**src/rtl/spe_pkg.sv**
```systemverilog
// ----------------------------------------------------------------------------
// spe_pkg
// shared types, constants and codes for the sram puf enrollment core
// ----------------------------------------------------------------------------
package spe_pkg;

    // window of sampled sram bytes, one counter row per byte
    localparam int WINDOW_BYTES = 32;
    localparam int ADDR_W       = (WINDOW_BYTES > 1) ? $clog2(WINDOW_BYTES) : 1;

    localparam int LANES = 8;
    localparam int CNT_W = 16;
    localparam logic [CNT_W-1:0] CNT_MAX = {CNT_W{1'b1}};

    // permille scale and width of the cross-multiplied compare
    localparam int SCALE = 1000;
    localparam int THR_W = $clog2(SCALE * (2 ** CNT_W));

    localparam int TOTAL_W = 16;
    localparam int TOL_W   = 9;
    localparam logic [TOTAL_W-1:0] TOTAL_RST = TOTAL_W'(1000);
    localparam logic [TOL_W-1:0]   TOL_RST   = TOL_W'(1);

    // apb register map
    localparam int PADDR_W = 3;
    localparam int PDATA_W = 32;
    localparam logic REG_SAMPLE_TOTAL = 1'b0;
    localparam logic REG_TOLERANCE    = 1'b1;

    // action codes
    localparam logic [1:0] ACT_ACCUM  = 2'd0;
    localparam logic [1:0] ACT_STORE  = 2'd1;
    localparam logic [1:0] ACT_ENROLL = 2'd2;

    typedef struct packed {
        logic [1:0] action;
        logic [4:0] byte_index;
        logic [7:0] sample_byte;
    } spe_in_t;

    typedef struct packed {
        logic [4:0] out_index;
        logic [7:0] key_byte;
        logic [7:0] mask_byte;
        logic [7:0] helper_byte;
    } spe_out_t;

    // per-lane control of the read-modify-write stage
    typedef struct packed {
        logic              accum;
        logic              row_valid;
        logic [ADDR_W-1:0] addr;
    } spe_lane_ctrl_t;

endpackage

```
**src/rtl/spe_merge.sv**
```systemverilog
// ----------------------------------------------------------------------------
// spe_merge
// combines lane stability flags with the reference into the result word
// ----------------------------------------------------------------------------
module spe_merge (
    input  logic                       clk,
    input  logic                       rst_n,
    input  logic                       enroll,
    input  logic [4:0]                 index,
    input  logic [7:0]                 ref_byte,
    input  logic [spe_pkg::LANES-1:0]  stable,
    output spe_pkg::spe_out_t          result,
    output logic                       result_strobe
);

    spe_pkg::spe_out_t result_reg, result_next;
    logic              strobe_reg, strobe_next;
    logic [7:0]        key;

    always_comb
    begin
        key                     = ref_byte & stable;
        result_next.out_index   = index;
        result_next.mask_byte   = stable;
        result_next.key_byte    = key;
        result_next.helper_byte = key ^ {8{key[7]}};
        strobe_next             = enroll;
    end

    always_ff @(posedge clk or negedge rst_n)
    begin
        if (!rst_n)
        begin
            strobe_reg <= 1'b0;
        end
        else
        begin
            strobe_reg <= strobe_next;
        end
    end

    always_ff @(posedge clk)
    begin
        result_reg <= result_next;
    end

    assign result        = result_reg;
    assign result_strobe = strobe_reg;

endmodule

```
**config.mk**
```make
export PLATFORM = sky130hd
export DESIGN_NAME = spe_merge
export DESIGN_NICKNAME = d
export VERILOG_FILES = /design/src/rtl/spe_pkg.sv /design/src/rtl/spe_merge.sv
export SDC_FILE = /design/constraint.sdc
export NUM_CORES = 1
export LEC_CHECK = 0
export BUFFER_PORTS_ARGS = -buffer_cell sky130_fd_sc_hd__buf_2
export CAP_MARGIN = 20
export CORE_UTILIZATION = 40
export CTS_CLUSTER_DIAMETER = 150
export DETAILED_ROUTE_END_ITERATION = 8
export PLACE_DENSITY = 0.89
export SLEW_MARGIN = 20
export SYNTH_ARGS = -nofsm -noshare
export SYNTH_HDL_FRONTEND = slang
export SYNTH_SLANG_ARGS = --single-unit
```
**constraint.sdc**
```tcl
create_clock -name clk -period 0.8 [get_ports clk]
set_clock_uncertainty 0.05 [all_clocks]
set_input_delay 0.16 -clock clk [delete_from_list [all_inputs] [get_ports clk]]
set_output_delay 0.16 -clock clk [all_outputs]
set_load 0.05 [all_outputs]
```
==> results.yml <==
timing:
  worst_slack_ns: -0.287
  rsz0062_at_grt: "true"
  min_period_ns: 1.09
  whs_ns: 0.0700
  hold_violations: 0
  setup_viol: 29
  period_share_pct: 136
  maxSlewViolCount: 0
  max_freq_ghz: 0.920
synthesis:
  yosysWarnings: 0
  avgSynthCellArea_um2: 15.3
  yosysSeqAreaShare_pct: 81.7
  ys_seq_elements: 29
  synth_fp_nets: 71
  synth_cells: 47
  yosysUniqueCellTypes: 8
  synthesis.area_um2: 717
global_routing:
  grt_max_degree: 10
  antenna_found_initial: 0
  grt_usage_pct: 21.8
  grt_pass1_vias: 597
  grt-ovfl-total: 0
  grt_pass1_wl_um: 2770
final_layout:
  fillCellCount: 43
  final_cell_mix: "28 x dfxtp_2, 23 x buf_2, 22 x buf_8"
  n_antenna_cell: 0
  fin_area_um2: 1500
  layout_commonest_cell: "dfxtp_2"
  area.growth.synth_to_final_pct: 109
  fin_nets: 144
  largest_reg_flops: 28
  drive_above_1_share_pct: 72.7
cts:
  clk_pin_slew_ns: 0.10
  post-cts-setup-buffer-count: 0
  ctsRootBufferMaster: "clkbuf_4"
  numCtsBuffers: 5
  cts_sinks: 29
  cts_max_path_buffers: 2
  h-tree-depth: 2
  cts_tree: "built"
detailed_routing:
  initialDrtViolationCount: 15
  vias_per_cell: 4.37
  wl_per_cell_um: 17.0
  drt.antenna.violating_nets: 0
  route.detailed.drc: 1
  vias: 634
  drt_wl_total_um: 2470
  dr.pass1.iters: 6
setup_path:
  start_kind: "register"
  cpPeakStageDelay_ns: 0.40
  setup.worst_path.end: "result_strobe"
  cp-startpoint: "result_strobe"
  path_cells: "buf_6"
  cpLargestDelayFamily: "flip-flops"
  cp-end-kind: "output port"
  cp_data_arrival_time_ns: 0.88
  worst-path-buf-inv: 1
  path_max_fanout: 1
  worstPathRequired_ns: 0.59
  cpMaxStageDelayCell: "dfrtp_1"
  cp_num_cells: 1
  path_class: "register to output port"
placement:
  port_buffers: 52
  gp_congestion: 0.575
  dpl-instance-area_um2: 1000
power:
  power_density_nw_per_um2: 2200
  p_leak_nw: 0.693
  peakVddDrop_mv: 2.10
run_status:
  violations: "design-rule violations, negative setup slack"
  status: "complete, but fails checks"
die:
  fp.dieW_um: 44.3
  coreArea_um2: 1590
  die_height_um: 44.3
  initial_core_util_pct: 45.0
  ios: 54
  num_rows: 14
  dieArea_um2: 1970
min_path:
  hold_path.class: "primary input to register"
run:
  maxCapViolations: 0
==> routing by layer <==
metal	wire length, um	GRT usage [%]
met1	970	22.5
met2	1240	35.6
met3	262	11.4
met4	0	11.5
met5	0	0
==> timing repair <==
item                       CTS  global route
resized for setup           90            18
cloned                       0             0
hold buffers                15             0
hold endpoints to repair    15             0
setup endpoints to repair   29            29
pin swaps                    0             0
==> where the power goes <==
part           switching [W]  internal, W
Clock               0.000513     0.000335
Sequential         0.0000660      0.00156
Combinational       0.000464     0.000356
Total                0.00104      0.00225
==> worst min path at each step <==
stage                           start       endpoint  slack, ns  cells after the start
after detailed placement        rst_n  result_strobe      -0.11                      1
after global routing      ref_byte[3]     result[19]       0.05                      2
after floorplan                 rst_n  result_strobe      -0.19                      0
final                     ref_byte[3]     result[19]       0.07                      2
after CTS                 ref_byte[4]     result[20]       0.04                      2
after global placement          rst_n  result_strobe      -0.11                      1
==> final cells by class <==
| type | count | area (um2) | area share [%] |
|---|---|---|---|
| timing repair buffer | 67 | 674 | 45.0 |
| sequential | 29 | 621 | 41.4 |
| multi-input combinational | 16 | 120 | 8.01 |
| clock buffer | 6 | 41.3 | 2.75 |
| tap | 24 | 30.0 | 2.00 |
| clock inverter | 2 | 10.0 | 0.667 |
| inverter | 1 | 3.75 | 0.250 |
==> cell usage after synthesis (all sizes together) <==
cell   instances  area share (%)
conb           1            0.52
buf            1             1.0
xnor2          7             8.6
inv            1            0.52
and2           7             6.1
nand2          1             1.6
dfrtp          1             3.5
dfxtp         28              78
==> metrics by stage <==
stage	total power [W]	cells	setup WS, ns	utilization [%]	TNS [ns]
after detailed placement	0.00216	122	0.0441	62.7	0
after global placement	0.00215	122	0.0463	62.7	0
after floorplan	0.00201	47	0.00267	-	0
after global routing	0.00341	145	-0.325	94.1	-7.21
after CTS	0.00316	145	-0.256	89.9	-6.00
final	0.00329	145	-0.287	94.1	-6.20
==> kinds of logic (layout without fill, tap and decap cells) <==
| group | after synthesis | in the layout | share of synthesized area (%) |
|---|---|---|---|
| XOR/XNOR | 7 | 7 | 8.55 |
| buffers and inverters | 2 | 76 | 1.57 |
| flip-flops | 29 | 29 | 81.7 |
| other | 1 | 1 | 0.523 |
| AND/OR/NAND/NOR | 8 | 8 | 7.68 |
(Power assumes the default switching activity.)
