**config.mk**
```make
export PLATFORM = sky130hd
export DESIGN_NAME = spe_lane
export DESIGN_NICKNAME = d
export VERILOG_FILES = /design/src/rtl/spe_pkg.sv /design/src/rtl/spe_ram.sv /design/src/rtl/spe_lane.sv
export SDC_FILE = /design/constraint.sdc
export NUM_CORES = 1
export LEC_CHECK = 0
export BUFFER_PORTS_ARGS = -buffer_cell sky130_fd_sc_hd__buf_4
export CORE_MARGIN = 3
export CORE_UTILIZATION = 40
export DETAILED_ROUTE_END_ITERATION = 16
export PLACE_DENSITY_LB_ADDON = 0.12
export SLEW_MARGIN = 20
export SYNTH_ARGS = -nofsm -noshare
export SYNTH_HDL_FRONTEND = slang
export SYNTH_SLANG_ARGS = --single-unit
```
**constraint.sdc**
```tcl
create_clock -name clk -period 13.9 [get_ports clk]
set_input_delay 2.085 -clock clk [delete_from_list [all_inputs] [get_ports clk]]
set_output_delay 2.085 -clock clk [all_outputs]
set_load 0.05 [all_outputs]
```
**src/rtl/spe_pkg.sv**
```systemverilog
// ----------------------------------------------------------------------------
// spe_pkg
// shared types, constants and codes for the sram puf enrollment core
// ----------------------------------------------------------------------------
package spe_pkg;

    // window of sampled sram bytes, one counter row per byte
    localparam int WINDOW_BYTES = 32;
    localparam int ADDR_W       = (WINDOW_BYTES > 1) ? $clog2(WINDOW_BYTES) : 1;

    localparam int LANES = 8;
    localparam int CNT_W = 16;
    localparam logic [CNT_W-1:0] CNT_MAX = {CNT_W{1'b1}};

    // permille scale and width of the cross-multiplied compare
    localparam int SCALE = 1000;
    localparam int THR_W = $clog2(SCALE * (2 ** CNT_W));

    localparam int TOTAL_W = 16;
    localparam int TOL_W   = 9;
    localparam logic [TOTAL_W-1:0] TOTAL_RST = TOTAL_W'(1000);
    localparam logic [TOL_W-1:0]   TOL_RST   = TOL_W'(1);

    // apb register map
    localparam int PADDR_W = 3;
    localparam int PDATA_W = 32;
    localparam logic REG_SAMPLE_TOTAL = 1'b0;
    localparam logic REG_TOLERANCE    = 1'b1;

    // action codes
    localparam logic [1:0] ACT_ACCUM  = 2'd0;
    localparam logic [1:0] ACT_STORE  = 2'd1;
    localparam logic [1:0] ACT_ENROLL = 2'd2;

    typedef struct packed {
        logic [1:0] action;
        logic [4:0] byte_index;
        logic [7:0] sample_byte;
    } spe_in_t;

    typedef struct packed {
        logic [4:0] out_index;
        logic [7:0] key_byte;
        logic [7:0] mask_byte;
        logic [7:0] helper_byte;
    } spe_out_t;

    // per-lane control of the read-modify-write stage
    typedef struct packed {
        logic              accum;
        logic              row_valid;
        logic [ADDR_W-1:0] addr;
    } spe_lane_ctrl_t;

endpackage

```
**src/rtl/spe_ram.sv**
```systemverilog
// ----------------------------------------------------------------------------
// spe_ram
// generic single write port ram with registered read
// ----------------------------------------------------------------------------
module spe_ram #(
    parameter int WIDTH = 16,
    parameter int DEPTH = 32
) (
    input  logic                                           clk,
    input  logic                                           we,
    input  logic [((DEPTH > 1) ? $clog2(DEPTH) : 1)-1:0]   waddr,
    input  logic [WIDTH-1:0]                               wdata,
    input  logic [((DEPTH > 1) ? $clog2(DEPTH) : 1)-1:0]   raddr,
    output logic [WIDTH-1:0]                               rdata
);

    logic [WIDTH-1:0] mem [DEPTH];

    always_ff @(posedge clk)
    begin
        if (we)
        begin
            mem[waddr] <= wdata;
        end
        rdata <= mem[raddr];
    end

endmodule

```
**src/rtl/spe_lane.sv**
```systemverilog
// ----------------------------------------------------------------------------
// spe_lane
// one bit lane: counter ram, saturating increment and stability compare
// ----------------------------------------------------------------------------
module spe_lane (
    input  logic                         clk,
    input  logic                         rst_n,
    input  logic [spe_pkg::ADDR_W-1:0]   rd_addr,
    input  spe_pkg::spe_lane_ctrl_t      ctrl,
    input  logic                         sample_bit,
    input  logic [spe_pkg::THR_W-1:0]    thr_hi,
    input  logic [spe_pkg::THR_W-1:0]    thr_lo,
    output logic                         stable
);

    logic [spe_pkg::CNT_W-1:0]  rdata;
    logic [spe_pkg::CNT_W-1:0]  count;
    logic [spe_pkg::CNT_W-1:0]  count_inc;
    logic [spe_pkg::THR_W-1:0]  scaled;

    // last write, forwarded to a read issued in the same cycle as that write
    logic                        lw_valid_reg, lw_valid_next;
    logic [spe_pkg::ADDR_W-1:0]  lw_addr_reg;
    logic [spe_pkg::CNT_W-1:0]   lw_data_reg;

    spe_ram #(
        .WIDTH (spe_pkg::CNT_W),
        .DEPTH (spe_pkg::WINDOW_BYTES)
    ) u_ram (
        .clk   (clk),
        .we    (ctrl.accum),
        .waddr (ctrl.addr),
        .wdata (count_inc),
        .raddr (rd_addr),
        .rdata (rdata)
    );

    always_comb
    begin
        if (lw_valid_reg && (lw_addr_reg == ctrl.addr))
        begin
            count = lw_data_reg;
        end
        else if (ctrl.row_valid)
        begin
            count = rdata;
        end
        else
        begin
            count = '0;
        end

        if (sample_bit && (count != spe_pkg::CNT_MAX))
        begin
            count_inc = count + spe_pkg::CNT_W'(1);
        end
        else
        begin
            count_inc = count;
        end

        scaled = spe_pkg::THR_W'(count) * spe_pkg::THR_W'(spe_pkg::SCALE);
        stable = (scaled >= thr_hi) || (scaled <= thr_lo);
    end

    assign lw_valid_next = ctrl.accum;

    always_ff @(posedge clk or negedge rst_n)
    begin
        if (!rst_n)
        begin
            lw_valid_reg <= 1'b0;
        end
        else
        begin
            lw_valid_reg <= lw_valid_next;
        end
    end

    always_ff @(posedge clk)
    begin
        lw_addr_reg <= ctrl.addr;
        lw_data_reg <= count_inc;
    end

endmodule

```
==> run metrics <==
post-synthesis sequential area ratio 64.8%; Initial DRC Count 949; DR vias/cell 5.30; worst-skew pair later-pin latency 0.62 ns; post-layout minimum cycle time 11.35 ns; highest clock rate 0.0881 GHz; Rows 90; TritonCTS Buffers 57; Pwr per Cell Area 168 nW/µm²; GRT overflow 0; hold_ws 0.918 ns; DR WL/cell 24.3 µm; CP Class in -> out; Worst-path clk slew 0.06 ns; CTS Hold Bufs 0; Critical Path Start Type input port; Internal Power 0.00332 W; HPWL after detailed placement 36300 µm; area leader, netlist edfxtp_1; Total GRT Usage 18.0%; status finished clean; Max Cap Viol 0; post-synthesis cell count 1391; clk sinks 550; Reg power frac 39.0%; TritonCTS clock tree yes; LEAKAGE 10.2 nW; Synthesized Nets 1602; # resized after CTS 0; Synth Warn # 0; Longest Clk Path Bufs 3; Synth async-reset ratio 0.182%; Post-synth EDFFs 512; CTS HTree Levels 2; count leader, synth edfxtp_1; Chip Height 256 µm; Worst Path Arrival 9.27 ns; max reg flops 512; Synth top area share 61.7%; initial cell density of the core 40.8%; Comb pwr share 30.5%; count of cell types in the netlist 69; Seq cells post-synth 550; initial antenna violation count 2; fin crit share 81.7%; Final setup viols 0; crit end category output pin; Critical Path RT 11.81 ns; Worst IR Drop VDD 0.0000927 V; DRT Wirelength 58200 µm; # DRC 0; core area 61000 µm²; setup TNS 0 ns; PortBufs 67; antenna cell count 0; number of fill cells in the layout 5250; share of layout cells above drive strength 1 28.4%; unrepaired setup endpoints after global routing no; post-route ant nets 0; Final Hold Viols 0; vias 12700; Clock power frac 30.6%; vias in the first global route 13400; Least-Margin Pin Slew 0.982 ns; Die W 256 µm; synthesized area per cell 17.9 µm²; Pre-antenna DRT Iters 5; CP max FO 17; synthesized area 24900 µm²; first-pass GRT wire length 87400 µm; Root Buffer Master clkbuf_16; switching pwr 0.00149 W; Switching Share 30.9%; Area growth syn-to-layout 15.0%; Max transition margin 34.5%; Post-CTS Setup Inserts 0; final RePlAce weighted congestion 0.834; Die Area 65300 µm²; Clock Skews 0.0366 ns; ys flop type edfxtp_1; largest net degree at the start of global routing 68; Post-synth top cells 512 x edfxtp_1, 160 x mux4_2, 137 x inv_1; I/O Pins 68; top cells by area, synth edfxtp_1 62%, mux4_2 14%, ha_1 4.8%; r2r setup slk 9.33 ns; class of the worst hold path reg -> reg; Nets 1730; Pins Over Slew Limit 0; overall power 0.00481 W
==> power groups by stage <==
stage          Combinational (W)  Clock (W)  Sequential [W]
6_report                 0.00147    0.00147         0.00187
4_1_cts                  0.00149    0.00151         0.00187
2_1_floorplan            0.00110          0         0.00191
3_3_place_gp             0.00147          0         0.00191
5_1_grt                  0.00170    0.00158         0.00187
3_5_place_dp             0.00148          0         0.00191
==> critical path, stage by stage <==
cell	delay (ns)
buf_4	0.15
xor2_1	0.19
nor4_4	0.36
nand3_4	0.24
and3_1	0.25
a21oi_1	0.39
inv_1	0.27
ha_1	0.35
inv_1	0.05
fa_1	0.56
fa_1	0.44
fa_1	0.51
inv_1	0.04
ha_1	0.36
and4_1	0.26
a221o_1	0.40
o31a_1	0.27
nor2_1	0.24
o21ai_0	0.16
xnor2_1	0.24
ha_1	0.30
a21oi_1	0.15
o21ai_0	0.09
a21o_1	0.18
a211oi_1	0.20
o21ai_0	0.14
o211ai_1	0.17
buf_4	0.22
==> cells in the final DEF (no fill, tap or decap), drive strengths merged, types with 9 or more instances in the layout <==
| master | netlist | layout |
|---|---|---|
| edfxtp | 512 | 512 |
| mux4 | 160 | 160 |
| inv | 139 | 139 |
| buf | 20 | 115 |
| ha | 95 | 95 |
| clkbuf | 27 | 74 |
| nor2 | 62 | 62 |
| fa | 49 | 49 |
| a21oi | 38 | 38 |
| dfxtp | 37 | 37 |
| nand2 | 34 | 34 |
| xnor2 | 33 | 33 |
| clkinv | 0 | 29 |
| o21ai | 24 | 24 |
| nand3 | 21 | 21 |
| and3 | 20 | 20 |
| mux2 | 16 | 16 |
| xor2 | 13 | 13 |
| nand4 | 9 | 9 |
==> kinds of logic after synthesis <==
family          after synthesis  synth area share [%]
flops                       550                  64.8
buf+inv                     186                  2.97
simple gates                182                  3.77
mux                         180                  15.4
fa+ha+maj                   144                  8.71
compound gates              103                  2.77
xor+xnor                     46                  1.62
==> layer usage <==
metal	share of wire [%]	wire length [µm]	track usage (%)	vias up
li1	-	-	-	5684
met1	44	25400	24.3	6646
met2	50	28900	30.5	284
met3	4.5	2630	2.84	84
met4	2.2	1300	4.72	0
met5	0	0	0	-
==> path summary, 6_finish.rpt <==
kind | start | cells after the start | end
worst min register to register | u_ram.mem[7][4]$_DFFE_PP_ | 3 | u_ram.rdata[4]$_DFF_P_
min in group asynchronous | rst_n | 1 | lw_valid_reg$_DFF_PN0_
max in group asynchronous | rst_n | 1 | lw_valid_reg$_DFF_PN0_
worst max-delay path | ctrl[4] | 28 | stable
worst max register to register | lw_addr_reg[4]$_DFF_P_ | 12 | u_ram.mem[15][15]$_DFFE_PP_
worst min-delay path | u_ram.mem[7][4]$_DFFE_PP_ | 3 | u_ram.rdata[4]$_DFF_P_
==> area by class of cell <==
type,instances,area (µm²),area share (%)
Clock inverter,33,297,1.03
Inverter,139,522,1.82
Timing Repair Buffer,116,881,3.07
Sequential cell,550,16100,56.3
Clock buffer,73,1530,5.33
Multi-Input combinational cell,655,8260,28.8
Tap cell,828,1040,3.61
==> through the flow <==
stage	cell area, µm²	setup WS [ns]	cells	util [%]
global route	28700	1.99	2394	47.0
finish	28700	2.55	2394	47.0
global placement	26800	2.59	2288	44.0
floorplan	24900	2.81	1391	-
CTS	28700	2.48	2394	47.0
detailed placement	26800	2.49	2288	44.0
(Power assumes the default switching activity.)
