### src/rtl/spe_ram.sv
// ----------------------------------------------------------------------------
// spe_ram
// generic single write port ram with registered read
// ----------------------------------------------------------------------------
module spe_ram #(
    parameter int WIDTH = 16,
    parameter int DEPTH = 32
) (
    input  logic                                           clk,
    input  logic                                           we,
    input  logic [((DEPTH > 1) ? $clog2(DEPTH) : 1)-1:0]   waddr,
    input  logic [WIDTH-1:0]                               wdata,
    input  logic [((DEPTH > 1) ? $clog2(DEPTH) : 1)-1:0]   raddr,
    output logic [WIDTH-1:0]                               rdata
);

    logic [WIDTH-1:0] mem [DEPTH];

    always_ff @(posedge clk)
    begin
        if (we)
        begin
            mem[waddr] <= wdata;
        end
        rdata <= mem[raddr];
    end

endmodule

### config.mk
export PLATFORM = sky130hd
export DESIGN_NAME = spe_ram
export DESIGN_NICKNAME = d
export VERILOG_FILES = /design/src/rtl/spe_ram.sv
export SDC_FILE = /design/constraint.sdc
export NUM_CORES = 1
export LEC_CHECK = 0
export BUFFER_PORTS_ARGS = -buffer_cell sky130_fd_sc_hd__buf_2
export CAP_MARGIN = 40
export CORE_MARGIN = 3
export CORE_UTILIZATION = 51
export DETAILED_ROUTE_END_ITERATION = 8
export PLACE_DENSITY = 0.7
export SETUP_SLACK_MARGIN = 0.02
export SYNTH_ARGS = -nofsm -noshare
export SYNTH_HDL_FRONTEND = slang
export SYNTH_SLANG_ARGS = --single-unit
### constraint.sdc
create_clock -name clk -period 2.24 [get_ports clk]
set_input_delay 0.448 -clock clk [delete_from_list [all_inputs] [get_ports clk]]
set_output_delay 0.448 -clock clk [all_outputs]
set_load 0.01 [all_outputs]
==> results.rst, run 1 <==
.. list-table::
   :header-rows: 1

   * - Metric
     - Value
   * - Combinational fraction of design power
     - 5.6%
   * - Final-layout fill cell count
     - 2822
   * - Number of vias per cell after detailed routing
     - 6.01
   * - Instance count after placement with tap cells included
     - 1726
   * - Transition at the pin with the smallest max-transition slack
     - 0.700 ns
   * - NetSw
     - 4.32 mW
   * - Relative contribution of sequential cells to total power
     - 53.2%
   * - CTS buffer count
     - 51
   * - Max Fanout on Critical Path
     - 1
   * - Via count of the first global-routing pass
     - 10900
   * - Finish-stage setup viols
     - 0
   * - Pin count of the biggest net entering global routing
     - 48
   * - Standby leakage power
     - 8.39 nW
   * - Library cells used by synthesis
     - 26
   * - Post-Syn Instances
     - 1143
   * - Initial DRC count
     - 1103
   * - Nets
     - 1289
   * - Final worst path period need
     - 1.61 ns
   * - Cell area reported after detailed placement
     - 0.0220 mm²
   * - Cell type contributing the most total cell area after synthesis
     - sky130_fd_sc_hd__edfxtp_1
   * - Post-route insts no fill
     - 1820
   * - TritonCTS clock tree
     - done
   * - Setup repair bufs after CTS
     - 0
   * - Largest cells by area after synthesis
     - sky130_fd_sc_hd__edfxtp_1, sky130_fd_sc_hd__mux2i_1, sky130_fd_sc_hd__a22oi_1
   * - Number of design rule violations left after detail routing
     - 0
   * - WL/cell
     - 25.4 µm
   * - Area fraction of the dominant cell type after synthesis
     - 74.9%
   * - Global-route wire length before repair
     - 68.9 mm
   * - CP Capture Type
     - primary output
   * - Drt pass-1 iters
     - 5
   * - Antenna-violating nets left
     - 0
   * - YS warnings
     - 0
   * - #FFs+latches synth
     - 528
   * - Top-level port count
     - 44
   * - H-tree levels
     - 2
   * - Crit path required time
     - 1.79 ns
   * - Kind of start point of the critical path
     - register
   * - FMAX
     - 622 MHz
   * - Clk pin slew, worst setup/hold paths
     - 0.06 ns
   * - Global-route total usage across every layer
     - 21.9%
   * - Number of enable flip-flop cells after synthesis
     - 512
   * - DIE AREA
     - 0.0427 mm²
   * - Dominant synthesized flop cell
     - sky130_fd_sc_hd__edfxtp_1
   * - Leading cell type by number of instances after synthesis
     - sky130_fd_sc_hd__edfxtp_1
   * - Maximum clock skew at final layout
     - 0.0202 ns
   * - Horizontal die dimension
     - 207 µm
   * - Floorplan row count
     - 72
   * - Portion of the post-synthesis area used by sequential elements
     - 76.4%
   * - Critical path start-end classification
     - reg -> out
   * - Setup repair after global routing missed its margin
     - no
   * - Synth async-reset ratio
     - 0%
   * - Worst min-delay path category
     - in -> reg
   * - Max stage delay on crit path
     - 0.40 ns
   * - Share of final-layout standard cells stronger than drive strength 1
     - 16.7%
   * - Placer's final routability congestion estimate
     - 0.842
   * - Max IR drop VDD
     - 0.679 mV
   * - Mean cell area of the mapped netlist
     - 18.0 µm²
   * - WHS Path Cells
     - 1
   * - Placed wire-length estimate
     - 27.3 mm
   * - Remaining global-route overflow
     - 0
   * - Count of endpoints failing hold in the final timing report
     - 0
   * - Initial Utilization
     - 52.4%
   * - Setup slack, reg-to-reg
     - 0.73 ns
   * - Ratio of final minimum period to clock period
     - 71.8%
   * - Internal portion of total power
     - 16.4 mW
   * - Switching Share
     - 20.8%
   * - Count of final max-slew check failures
     - 0
   * - Crit path buf inv count
     - 1
   * - Setup TNS
     - 0 ns
   * - Floorplan Core Area
     - 0.0392 mm²
   * - Post-cts gate resize count
     - 0
   * - Cell class contributing the biggest share of worst-path delay
     - flip-flops
   * - R2r startpoint
     - mem[0][4]
   * - Clk Latency, worst-skew pair
     - 0.57 ns
   * - Commonest cells in the synthesized netlist
     - sky130_fd_sc_hd__edfxtp_1, sky130_fd_sc_hd__mux2i_1, sky130_fd_sc_hd__a22oi_1
   * - Area overhead of the layout relative to synthesis
     - 15.2%
   * - Clock tree sinks
     - 528
   * - Worst hold path startpoint
     - wdata[14]
   * - Signal arrival time at the worst endpoint
     - 1.16 ns
   * - Total Wirelength
     - 46.3 mm
   * - Chip Height
     - 207 µm
   * - Clk network pwr share
     - 41.2%
   * - Min-Delay Endpoint
     - mem[28][14]
   * - Power density over the cells
     - 877 mW/mm²
   * - CTS Hold Bufs
     - 0
   * - Ordered list of cells on the worst path
     - buf_2
   * - MaxCap Viol Count
     - 0
   * - Worst rel slew slack
     - 53.4%
   * - Number of antenna violations at the first check in global routing
     - 2
   * - Fraction of the core area covered by cells at the end of the flow
     - 60.4%
   * - Maximum root-to-sink buffer count
     - 3
   * - Synthesized netlist net count
     - 1171
   * - Clock root buffer master
     - sky130_fd_sc_hd__clkbuf_16
   * - Routed vias
     - 10900
   * - Count of cells along the worst register-to-register path
     - 6
   * - Port-buffer cells
     - 43
   * - Highest-delay cell along the critical path
     - sky130_fd_sc_hd__dfxtp_1
   * - Result of the run
     - finished, final reports clean
   * - Diodes inserted
     - 0
   * - Area of the mapped netlist
     - 0.0205 mm²
   * - R2R Path End
     - rdata[4]
   * - Final Cell Area
     - 0.0237 mm²
## placed cells by master, fill, tap and decap left out, types with 2 or more instances in the layout
master,count
sky130_fd_sc_hd__clkbuf_1,12
sky130_fd_sc_hd__a22o_1,32
sky130_fd_sc_hd__edfxtp_1,512
sky130_fd_sc_hd__a31oi_1,16
sky130_fd_sc_hd__buf_4,55
sky130_fd_sc_hd__mux2i_1,256
sky130_fd_sc_hd__buf_12,34
sky130_fd_sc_hd__nand2_1,33
sky130_fd_sc_hd__nand4_1,16
sky130_fd_sc_hd__a22oi_1,64
sky130_fd_sc_hd__clkbuf_8,5
sky130_fd_sc_hd__buf_2,42
sky130_fd_sc_hd__clkinv_2,14
sky130_fd_sc_hd__nor2_1,33
sky130_fd_sc_hd__a21oi_1,32
sky130_fd_sc_hd__or3b_2,3
sky130_fd_sc_hd__nand3b_1,5
sky130_fd_sc_hd__bufinv_16,5
sky130_fd_sc_hd__clkinv_1,3
sky130_fd_sc_hd__dfxtp_1,16
sky130_fd_sc_hd__clkbuf_16,52
sky130_fd_sc_hd__nand2b_1,2
sky130_fd_sc_hd__nand3_1,34
sky130_fd_sc_hd__nor3_1,16
sky130_fd_sc_hd__nor2b_4,2
## per-layer routing
metal | routed length, µm | global-route usage [%]
met5 | 30 | 0
met3 | 4190 | 4.14
met1 | 19000 | 31.4
met2 | 22000 | 34.7
met4 | 1160 | 6.88
## worst register-to-register path, cell delays in order, from the launching register on
cell and delay [ns]:
sky130_fd_sc_hd__edfxtp_1 0.38, sky130_fd_sc_hd__mux2i_1 0.17, sky130_fd_sc_hd__a22o_1 0.19, sky130_fd_sc_hd__nor3_1 0.06
sky130_fd_sc_hd__buf_4 0.15, sky130_fd_sc_hd__a31oi_1 0.16, sky130_fd_sc_hd__nand3_1 0.21
## cell type report
class / instances / area, µm² / area share, %
Multi-Input combinational cell: 548 / 4320 / 18.2
Clock inverter: 25 / 265 / 1.12
Timing Repair Buffer: 132 / 1320 / 5.57
Tap cell: 518 / 648 / 2.74
Clock buffer: 69 / 1420 / 5.98
Sequential cell: 528 / 15700 / 66.3
## stage by stage
stage                     hold slack (ns)  total power, mW  worst slack [ns]
final                               0.434             20.7             0.631
after floorplan                     0.547             11.9            0.0520
after CTS                           0.411             20.9             0.614
after global placement              0.564             12.4             0.139
after detailed placement            0.583             12.4            0.0802
after global routing                0.440             21.4             0.586
## registers in the layout (all words and copies together) (netlist names)
name   flops
rdata     16
mem      512
## power groups by stage
stage	registers (mW)	logic, mW	clock network (mW)
2_1_floorplan	11.2	0.617	0
3_3_place_gp	11.2	1.14	0
3_5_place_dp	11.2	1.16	0
4_1_cts	11.0	1.17	8.67
5_1_grt	11.0	1.24	9.08
6_report	11.0	1.17	8.54
## worst max path at each step
stage / from / endpoint / cells past startpoint
floorplan: waddr[1] / mem[12][0] / 3
global placement: raddr[1] / rdata[4] / 6
detailed placement: raddr[1] / rdata[4] / 6
CTS: rdata[1] / rdata[1] / 1
global route: rdata[1] / rdata[1] / 1
finish: rdata[5] / rdata[5] / 1
## cells by family (layout without fill, tap and decap cells)
| group | after synthesis | in the layout | share of synthesized area [%] |
|---|---|---|---|
| flip-flops | 528 | 528 | 76.4 |
| AND/OR/NAND/NOR | 148 | 148 | 3.49 |
| buffers and inverters | 67 | 226 | 2.63 |
| AO/OA/AOI/OAI | 144 | 144 | 4.97 |
| multiplexers | 256 | 256 | 12.5 |
No activity file was read; power rests on OpenSTA's default activity.
==> run 2: changes to the inputs <==
==> constraint.sdc (replaced) <==
create_clock -name clk -period 1.4 [get_ports clk]
set_input_delay 0.28 -clock clk [delete_from_list [all_inputs] [get_ports clk]]
set_output_delay 0.28 -clock clk [all_outputs]
set_load 0.01 [all_outputs]
==> run 2 against run 1 <==
The flow now finishes with violations (setup timing); clock power is 49% higher; hold slack worse by 0.33 ns; core utilization is 3.0 points higher; global-route usage is 0.39 points lower; sequential cell count stayed put; via count is 0.59% higher; sequential share of layout area is 3.1 points lower; total power is 57% higher; worst setup slack worse by 0.64 ns; die area stayed put; register-to-register slack worse by 0.74 ns.
==> results.rst, run 2 (synthesized netlist as in run 1, its figures left out) <==
.. list-table::
   :header-rows: 1

   * - Metric
     - Value
   * - Max IR drop VDD
     - 1.09 mV
   * - Internal portion of total power
     - 25.7 mW
   * - Registers with the most flip-flops
     - mem: 512 flops, rdata: 16 flops
   * - Origin of the worst setup path
     - mem[0][0]
   * - Setup repair after global routing missed its margin
     - yes
   * - WL/cell
     - 24.2 µm
   * - Post-route insts no fill
     - 1878
   * - Critical path depth in cells
     - 6
   * - Busiest metal layer after global routing
     - met2
   * - GR met2 Demand/Resource
     - 36.1%
   * - Instance count after placement with tap cells included
     - 1789
   * - Highest-delay cell along the critical path
     - sky130_fd_sc_hd__nor3_1
   * - Worst hold path startpoint
     - wdata[15]
   * - Share of final-layout standard cells stronger than drive strength 1
     - 23.6%
   * - Worst slack after detailed placement
     - -0.392 ns
   * - Crit path buf inv count
     - 1
   * - Most common cell after layout, fill and taps aside
     - sky130_fd_sc_hd__edfxtp_1
   * - Critical path start-end classification
     - reg -> reg
   * - Worst setup path endpoint
     - rdata[0]
   * - Final worst path period need
     - 1.41 ns
   * - Clk network pwr share
     - 38.9%
   * - Worst min-delay path category
     - in -> reg
   * - CTS Hold Bufs
     - 0
   * - Power density over the cells
     - 1310 mW/mm²
   * - Signal arrival time at the worst endpoint
     - 1.91 ns
   * - Floorplan row count
     - 72
   * - Global-route wire length before repair
     - 67.2 mm
   * - Top-level port count
     - 44
   * - Setup repair bufs after CTS
     - 0
   * - Switching Share
     - 21.0%
   * - CTS buffer count
     - 51
   * - Standby leakage power
     - 8.79 nW
   * - Initial DRC count
     - 801
   * - Nets
     - 1345
   * - Via count of the first global-routing pass
     - 11100
   * - Count of endpoints failing hold in the final timing report
     - 0
   * - Finish-stage setup viols
     - 1
   * - H-tree levels
     - 2
   * - Max stage delay on crit path
     - 0.41 ns
   * - Remaining global-route overflow
     - 0
   * - Count of final max-slew check failures
     - 0
   * - Max Fanout on Critical Path
     - 1
   * - Max reg flops
     - 512
   * - Relative contribution of sequential cells to total power
     - 54.3%
   * - Crit path required time
     - 1.91 ns
   * - Final Cell Area
     - 0.0248 mm²
   * - Fraction of the core area covered by cells at the end of the flow
     - 63.4%
   * - Worst-case hold slack
     - 0.105 ns
   * - Number of vias per cell after detailed routing
     - 5.86
   * - Worst rel slew slack
     - 60.0%
   * - CP Capture Type
     - register
   * - Number of design rule violations left after detail routing
     - 0
   * - Antenna-violating nets left
     - 0
   * - Ratio of final minimum period to clock period
     - 100%
   * - Combinational fraction of design power
     - 6.8%
   * - Clock tree sinks
     - 528
   * - Commonest cells after routing, fill and taps aside
     - sky130_fd_sc_hd__edfxtp_1, sky130_fd_sc_hd__mux2i_1, sky130_fd_sc_hd__buf_12, sky130_fd_sc_hd__buf_4, sky130_fd_sc_hd__a22oi_1
   * - R2r startpoint
     - mem[0][0]
   * - Final-layout fill cell count
     - 2713
   * - Setup slack, reg-to-reg
     - -0.006 ns
   * - Placer's final routability congestion estimate
     - 0.786
   * - DIE AREA
     - 0.0427 mm²
   * - Setup TNS
     - -0.00596 ns
   * - Result of the run
     - finished, violations left
   * - Maximum root-to-sink buffer count
     - 3
   * - Initial Utilization
     - 52.4%
   * - Chip Height
     - 207 µm
   * - Met1 capacity usage during global routing
     - 29.0%
   * - Clock root buffer master
     - sky130_fd_sc_hd__clkbuf_16
   * - MaxCap Viol Count
     - 0
   * - Transition at the pin with the smallest max-transition slack
     - 0.600 ns
   * - Cell class contributing the biggest share of worst-path delay
     - simple AND/OR/NAND/NOR gates
   * - Global-route total usage across every layer
     - 21.6%
   * - NetSw
     - 6.82 mW
   * - Total Wirelength
     - 45.5 mm
   * - Ordered list of cells on the worst path
     - mux2i_1 > a22o_1 > nor3_1 > a31oi_1 > buf_4 > nand3_2
   * - Drt pass-1 iters
     - 7
   * - R2R Path End
     - rdata[0]
   * - FMAX
     - 711 MHz
   * - Number of antenna violations at the first check in global routing
     - 2
   * - Port-buffer cells
     - 43
   * - Diodes inserted
     - 0
   * - Horizontal die dimension
     - 207 µm
   * - Clk pin slew, worst setup/hold paths
     - 0.06 ns
   * - Total power
     - 32.5 mW
   * - Clk Latency, worst-skew pair
     - 0.58 ns
   * - Placed wire-length estimate
     - 27.3 mm
   * - Count of cells along the worst register-to-register path
     - 6
   * - Area overhead of the layout relative to synthesis
     - 21.0%
   * - Cell area reported after detailed placement
     - 0.0232 mm²
   * - Kind of start point of the critical path
     - register
   * - Worst Setup Slack, final
     - -0.00596 ns
   * - Maximum clock skew at final layout
     - 0.0180 ns
   * - Routed vias
     - 11000
   * - Largest reg by FF count
     - mem
   * - Pin count of the biggest net entering global routing
     - 39
   * - Floorplan Core Area
     - 0.0392 mm²
   * - TritonCTS clock tree
     - done
   * - Violated checks
     - setup timing
   * - Met3 capacity usage during global routing
     - 3.69%
## run 2: how the worst min path moves through the flow
stage / cells past startpoint / slack, ns / end
6_report: 1 / 0.11 / mem[15][15]
5_1_grt: 1 / 0.09 / mem[14][15]
4_1_cts: 1 / 0.09 / mem[15][15]
3_5_place_dp: 4 / 0.58 / rdata[13]
3_3_place_gp: 4 / 0.58 / rdata[7]
2_1_floorplan: 0 / 0.38 / mem[0][0]
## run 2: worst reg2reg max path, stage by stage (launching register included)
cell                       delay (ns)
sky130_fd_sc_hd__edfxtp_1        0.33
sky130_fd_sc_hd__mux2i_1         0.06
sky130_fd_sc_hd__a22o_1          0.23
sky130_fd_sc_hd__nor3_1          0.41
sky130_fd_sc_hd__a31oi_1         0.08
sky130_fd_sc_hd__buf_4           0.18
sky130_fd_sc_hd__nand3_2         0.06
## run 2: per-layer routing
layer  up-vias  routed length [µm]
met5         -                  16
met2       386               22700
met4         2                1110
met1      5618               18500
met3        80                3160
li1       4911                   -
## run 2: power by group through the flow
stage	clock, mW	combinational (mW)	sequential (mW)
2_1_floorplan	0	1.03	18.0
3_3_place_gp	0	2.12	18.0
3_5_place_dp	0	2.16	18.0
4_1_cts	12.8	2.19	17.7
5_1_grt	13.6	2.36	17.7
6_report	12.7	2.22	17.7
## run 2: timing repair
action,4_1_cts,5_1_grt
gates resized for setup,12,24
endpoints found under the setup margin,9,18
pin swaps,3,13
hold endpoints to repair,0,0
## run 2: cell type report
| cell class | count | area, µm² | area share [%] |
|---|---|---|---|
| clock inverters | 20 | 129 | 0.519 |
| repair buffers | 188 | 2290 | 9.21 |
| clock buffers | 76 | 1420 | 5.72 |
| well taps | 518 | 648 | 2.61 |
| flip-flops and latches | 528 | 15700 | 63.2 |
| multi-input cells | 548 | 4660 | 18.7 |
